**config.mk**
```make
export PLATFORM = sky130hd
export DESIGN_NAME = elu3_front
export DESIGN_NICKNAME = d
export VERILOG_FILES = /design/src/rtl/core/elu3_pkg.sv /design/src/rtl/core/elu3_front.sv
export SDC_FILE = /design/constraint.sdc
export NUM_CORES = 1
export LEC_CHECK = 0
export ABC_AREA = 1
export BUFFER_PORTS_ARGS = -buffer_cell sky130_fd_sc_hd__buf_4
export CORE_MARGIN = 1
export CORE_UTILIZATION = 63
export DETAILED_ROUTE_END_ITERATION = 16
export PLACE_DENSITY = 0.91
export SYNTH_ARGS = -nofsm -noshare
export SYNTH_HDL_FRONTEND = slang
export SYNTH_SLANG_ARGS = --single-unit
```
**constraint.sdc**
```tcl
create_clock -name clk -period 12.8 [get_ports clk]
set_input_delay 1.28 -clock clk [delete_from_list [all_inputs] [get_ports clk]]
set_output_delay 1.28 -clock clk [all_outputs]
set_load 0.01 [all_outputs]
```
**src/rtl/core/elu3_pkg.sv**
```systemverilog
package elu3_pkg;

  localparam int DefValueBits = 24;
  localparam int DefFracBits  = 16;
  localparam int DefAxes      = 3;
  localparam int MaxAxes      = 3;

endpackage

```
**src/rtl/core/elu3_front.sv**
```systemverilog
module elu3_front #(
  parameter int VALUE_BITS = elu3_pkg::DefValueBits,
  parameter int AXES       = elu3_pkg::DefAxes
) (
  input  logic                         clk,
  input  logic                         rst,
  input  logic                         in_valid,
  output logic                         in_ready,
  input  logic                         ins_req,
  input  logic signed [VALUE_BITS-1:0] pos_v [3],
  input  logic signed [VALUE_BITS-1:0] neg_v [3],
  output logic                         q_valid,
  input  logic                         q_ready,
  output logic                         q_inside,
  output logic                         q_undef,
  output logic signed [VALUE_BITS-1:0] q_s [3]
);
  import elu3_pkg::*;

  localparam logic signed [VALUE_BITS-1:0] MaxV = {1'b0, {(VALUE_BITS-1){1'b1}}};

  logic signed [VALUE_BITS-1:0] s_c [3];
  logic [2:0]                   und_c;

  always_comb begin
    for (int i = 0; i < 3; i++) begin
      logic signed [VALUE_BITS-1:0] p, n;
      logic pu, nu;
      p  = pos_v[i];
      n  = neg_v[i];
      pu = (p >= MaxV) || (p <= -MaxV);
      nu = (n >= MaxV) || (n <= -MaxV);
      if (ins_req) begin
        p = -p;
        n = -n;
      end
      und_c[i] = 1'b0;
      if (i >= AXES) begin
        s_c[i]   = '0;
        und_c[i] = 1'b1;
      end else if (!pu && !nu) begin
        s_c[i] = (p < n) ? p : n;
      end else if (!pu) begin
        s_c[i] = p;
      end else if (!nu) begin
        s_c[i] = n;
      end else begin
        s_c[i]   = '0;
        und_c[i] = 1'b1;
      end
    end
  end

  // Two-entry queue.
  logic                         v [2];
  logic                         qi [2];
  logic                         qu [2];
  logic signed [VALUE_BITS-1:0] qs [2][3];
  logic                         wp, rp;

  assign in_ready = !(v[0] && v[1]);
  assign q_valid  = v[rp];
  assign q_inside = qi[rp];
  assign q_undef  = qu[rp];
  assign q_s      = qs[rp];

  always_ff @(posedge clk) begin
    if (in_valid && in_ready) begin
      qi[wp] <= ins_req;
      qu[wp] <= &und_c;
      qs[wp] <= s_c;
    end
    if (rst) begin
      v[0] <= 1'b0;
      v[1] <= 1'b0;
      wp   <= 1'b0;
      rp   <= 1'b0;
    end else begin
      if (q_valid && q_ready) begin
        v[rp] <= 1'b0;
        rp    <= ~rp;
      end
      if (in_valid && in_ready) begin
        v[wp] <= 1'b1;
        wp    <= ~wp;
      end
    end
  end

endmodule

```
# ---- After elaboration in Yosys (flattened, before gate mapping)
# Memories as Yosys holds them, arrays and structs flattened. A register that Yosys moved wholly into a read port is not among the register bits.
# Cells that the tools add are included.
dict set report op_classes {
  eq_ne 0
  n_div 0
  n_mul 0
  shifts 0
  n_bitwise 2
  add_sub_neg 6
  n_mux 50
  magnitude_cmp 15
  n_reduce_logical 22
}
# operator count
set op_table {}
lappend op_table {{24-bit two-way mux} 18}
lappend op_table {{24-bit greater-or-equal comparator (second input constant)} 6}
lappend op_table {{24-bit <= comparator (second input constant)} 6}
lappend op_table {{24-bit negation} 6}
lappend op_table {{24-bit less-than comparator} 3}
lappend op_table {{1-bit two-way mux} 32}
lappend op_table {{1-bit zero test} 7}
lappend op_table {{1-bit logical AND} 6}
lappend op_table {{1-bit logical OR} 6}
lappend op_table {{3-bit AND reduction} 1}
lappend op_table {{1-bit NOT} 2}
lappend op_table {{1-bit OR reduction} 2}
dict set report totals {
  ram_bits 150
  rom_bits 0
  latchBits 0
  mem_count 4
  wordCells 101
  regBits 2
}
# memory depth width read_ports rd_clocked_by_memory_dff wr line_no
set mem_list {}
lappend mem_list {qs 2 72 1 1 1 elu3_front.sv:58} ;# logic signed [VALUE_BITS-1:0] qs [2][3];
lappend mem_list {qi 2 1 1 1 1 elu3_front.sv:56} ;# logic qi [2];
lappend mem_list {qu 2 1 1 1 1 elu3_front.sv:57} ;# logic qu [2];
lappend mem_list {v 2 1 3 1 2 elu3_front.sv:55} ;# logic v [2];

# ---- Depth between registers and ports, before layout
dict set report depth {
  depth_word 8
  depth_mapped 26
  depth_no_buf 24
}

# ---- Worst setup path before layout
# No wires, ideal clock.
dict set report synth_path {
  path_kind {in2reg}
  from {input port in_valid}
  to {memory v[0]}
  path_stages 4
  slack_ns 7.784
  required_time_ns 12.722
  arrival_time_ns 4.937
  setup_time_ns 0.078
  path_cell_list {nand2_1 nor2_1 inv_1 a21oi_1}
}
# item line_no
set synth_rtl {}
lappend synth_rtl {{start, declared} elu3_front.sv:7} ;# input logic in_valid,
lappend synth_rtl {{end, declared} elu3_front.sv:55}

==> metrics.txt <==
H-tree Lvls 4; period utilization 41.20%; Layout Utilization 75.51%; Resize count post-CTS 0; diode count 0; Final Non-Filler Cells 2534; Place WS 7.300 ns; initial drt markers 1992; Crit Path Class in -> reg; Synth Instances 2018; synth cell count leaders nand2_1 (507), inv_1 (295), nand3_1 (206); Max Root-Sink Buffers 2; final slew viol count 0; crit start category input pin; Initial Utilization 64.65%; Critical Path Sink Type register; Cell Pwr Density 116.6 nW/um^2; Worst Hold Depth 2; most frequent cell after synthesis nand2_1; share of layout cells above drive strength 1 20.40%; Mean Syn Cell Area 7.297 sq um; Post-synth ARST share 0%; Distinct cells, synth 55; Detail Placement HPWL 34980 um; final hold viol count 0; Final nets 2432; DP Cell Count 2502; min Tclk post-route 5.273 ns; Least-Margin Pin Slew 1.109 ns; post-synthesis sequential area ratio 30.86%; Hold Path Class reg -> reg; Pre-antenna DRT Iters 7; Die Area 23990 sq um; number of enable flip-flop cells after synthesis 148; largest cells by area after synthesis edfxtp_1 (30%), nand2_1 (13%), inv_1 (7.5%); Reg2Reg Depth 6; core area 22780 sq um; CTS sink cnt 153; vias in the first global route 14710; Rows 55; Synth-to-Final Area Change 16.81%; post-synth top area share 30.18%; clock latency on the worst-skew pair 0.44 ns; via count 15360; Residual DRC 0; Yosys reg bits 153; fmax 189.6 MHz; # IOs 225; TritonCTS clock tree built; grt ovf 0; crit path DAT 5.47 ns; vias per cell 6.060; GRT Util Overall 38.93%; clock skew 0.01153 ns; die width 154.9 um; Data required, critical path 12.99 ns; RSZ-0062 raised after global routing no; first-pass GRT wire length 73050 um; maximum VDD drop 0.08521 mV; most common flop cell mapped by yosys edfxtp_1; Detailed Route WL 47200 um; Setup Viol. Count Final 0; Clk pin slew, worst setup/hold paths 0.07 ns; slack of the critical path 7.527 ns; buffers added on ports 224; Num CTS Buffers 17; Yosys top cell by area edfxtp_1; Hold-fix buffers, CTS 0; Pwr Total 0.002006 W; Synth Cell Area 14730 sq um; status completed; postcts setup bufs 0; placer congestion estimate 1.042; pin count of the biggest net entering global routing 78; max_slew headroom 26.05%; CTS root buf clkbuf_16; post-route ant nets 0; static leakage power 8.218 nW; Max Cap Viol 0; Synthesized Nets 2242; Die Ht 154.9 um; WL per Instance 18.63 um; Sum Neg Setup Slack 0 ns; synth warn 0; Worst Path Max Fanout 43; initial antenna violation count 0
==> through the flow <==
stage	hold WS, ns	area [sq um]
finish	0.4926	17200
global route	0.5182	17200
CTS	0.4902	17200
detailed placement	0.4812	16560
global placement	0.4628	16560
floorplan	0.4462	14730
==> logic make-up (layout without fill, tap and decap cells) <==
group                      Yosys count  after routing  share of synthesized area [%]
AOI/OAI and AO/OA                  212            212                          8.794
xor gates and xnor gates           111            111                          6.704
adders and majority gates           75             75                          6.373
buffers and inverters              382            585                          10.36
DFF                                153            153                          30.86
muxes                               74             74                          5.659
and+or+nand+nor                   1011           1011                          31.25
==> cells in the final DEF, fill, tap and decap left out, types with 13 or more instances in the layout <==
master,synthesis,layout
nand2_1,507,507
inv_1,295,294
buf_4,5,235
nand3_1,206,206
edfxtp_1,148,148
nor2_1,123,121
xor2_1,97,97
ha_1,75,75
mux2_2,74,74
o22ai_1,67,67
o21ai_0,52,52
a21oi_1,37,37
nand2_2,32,32
nand4_1,32,32
nor3_1,27,27
nor4_1,24,24
inv_2,23,23
clkbuf_16,0,17
nand3_2,15,15
nor2_2,12,13
==> cell type report <==
cell class / count / area [sq um]
inverters: 318 / 1195
multi-input cells: 1483 / 8666
clock buffers: 18 / 439.2
well taps: 313 / 391.6
clock inverters: 14 / 196.4
repair buffers: 235 / 1764
fillers: 1738 / 5578
flip-flops and latches: 153 / 4548
==> report_power, final <==
part	switching (W)	internal, W	total [W]
sequential	0.0000149	0.000655	0.000670
combinational	0.000478	0.000288	0.000766
clock	0.000248	0.000322	0.000570
==> routing by layer <==
metal  track usage (%)  wire [um]  up-vias
li1                  -          -     7120
met1             49.33      18000     6977
met2             63.60      21560     1068
met3             6.379       5293      192
met4             21.45       2346        0
met5                 0          0        -
==> registers in the layout (all words and copies together) (netlist names), named ones only <==
register,count
qs,144
v,2
wp,1
qi,2
qu,2
rp,1
==> path summary, 6_finish.rpt <==
kind,start,endpoint,slack (ns)
worst max register to register,register,register,10.69
worst max-delay path,ins_req,qs[0][19],7.53
worst min-delay path,v[1],v[1],0.49
worst min register to register,v[1],v[1],0.49
==> critical path, cell delays in order <==
cell and delay [ns]:
buf_4 0.25, inv_1 0.57, buf_4 0.41, o21a_1 0.21
o21ai_0 0.11, xnor2_1 0.34, inv_1 0.09, ha_1 0.32
nand2_1 0.07, nor2_1 0.05, a211oi_1 0.28, o211ai_1 0.16
nor2_1 0.14, nand2_1 0.10, nand2_2 0.15, nand3_4 0.27
nand2_4 0.34, nand2_1 0.12, nand3_1 0.09, nand2_1 0.06
Note: power is estimated with default switching activity, not from simulation.
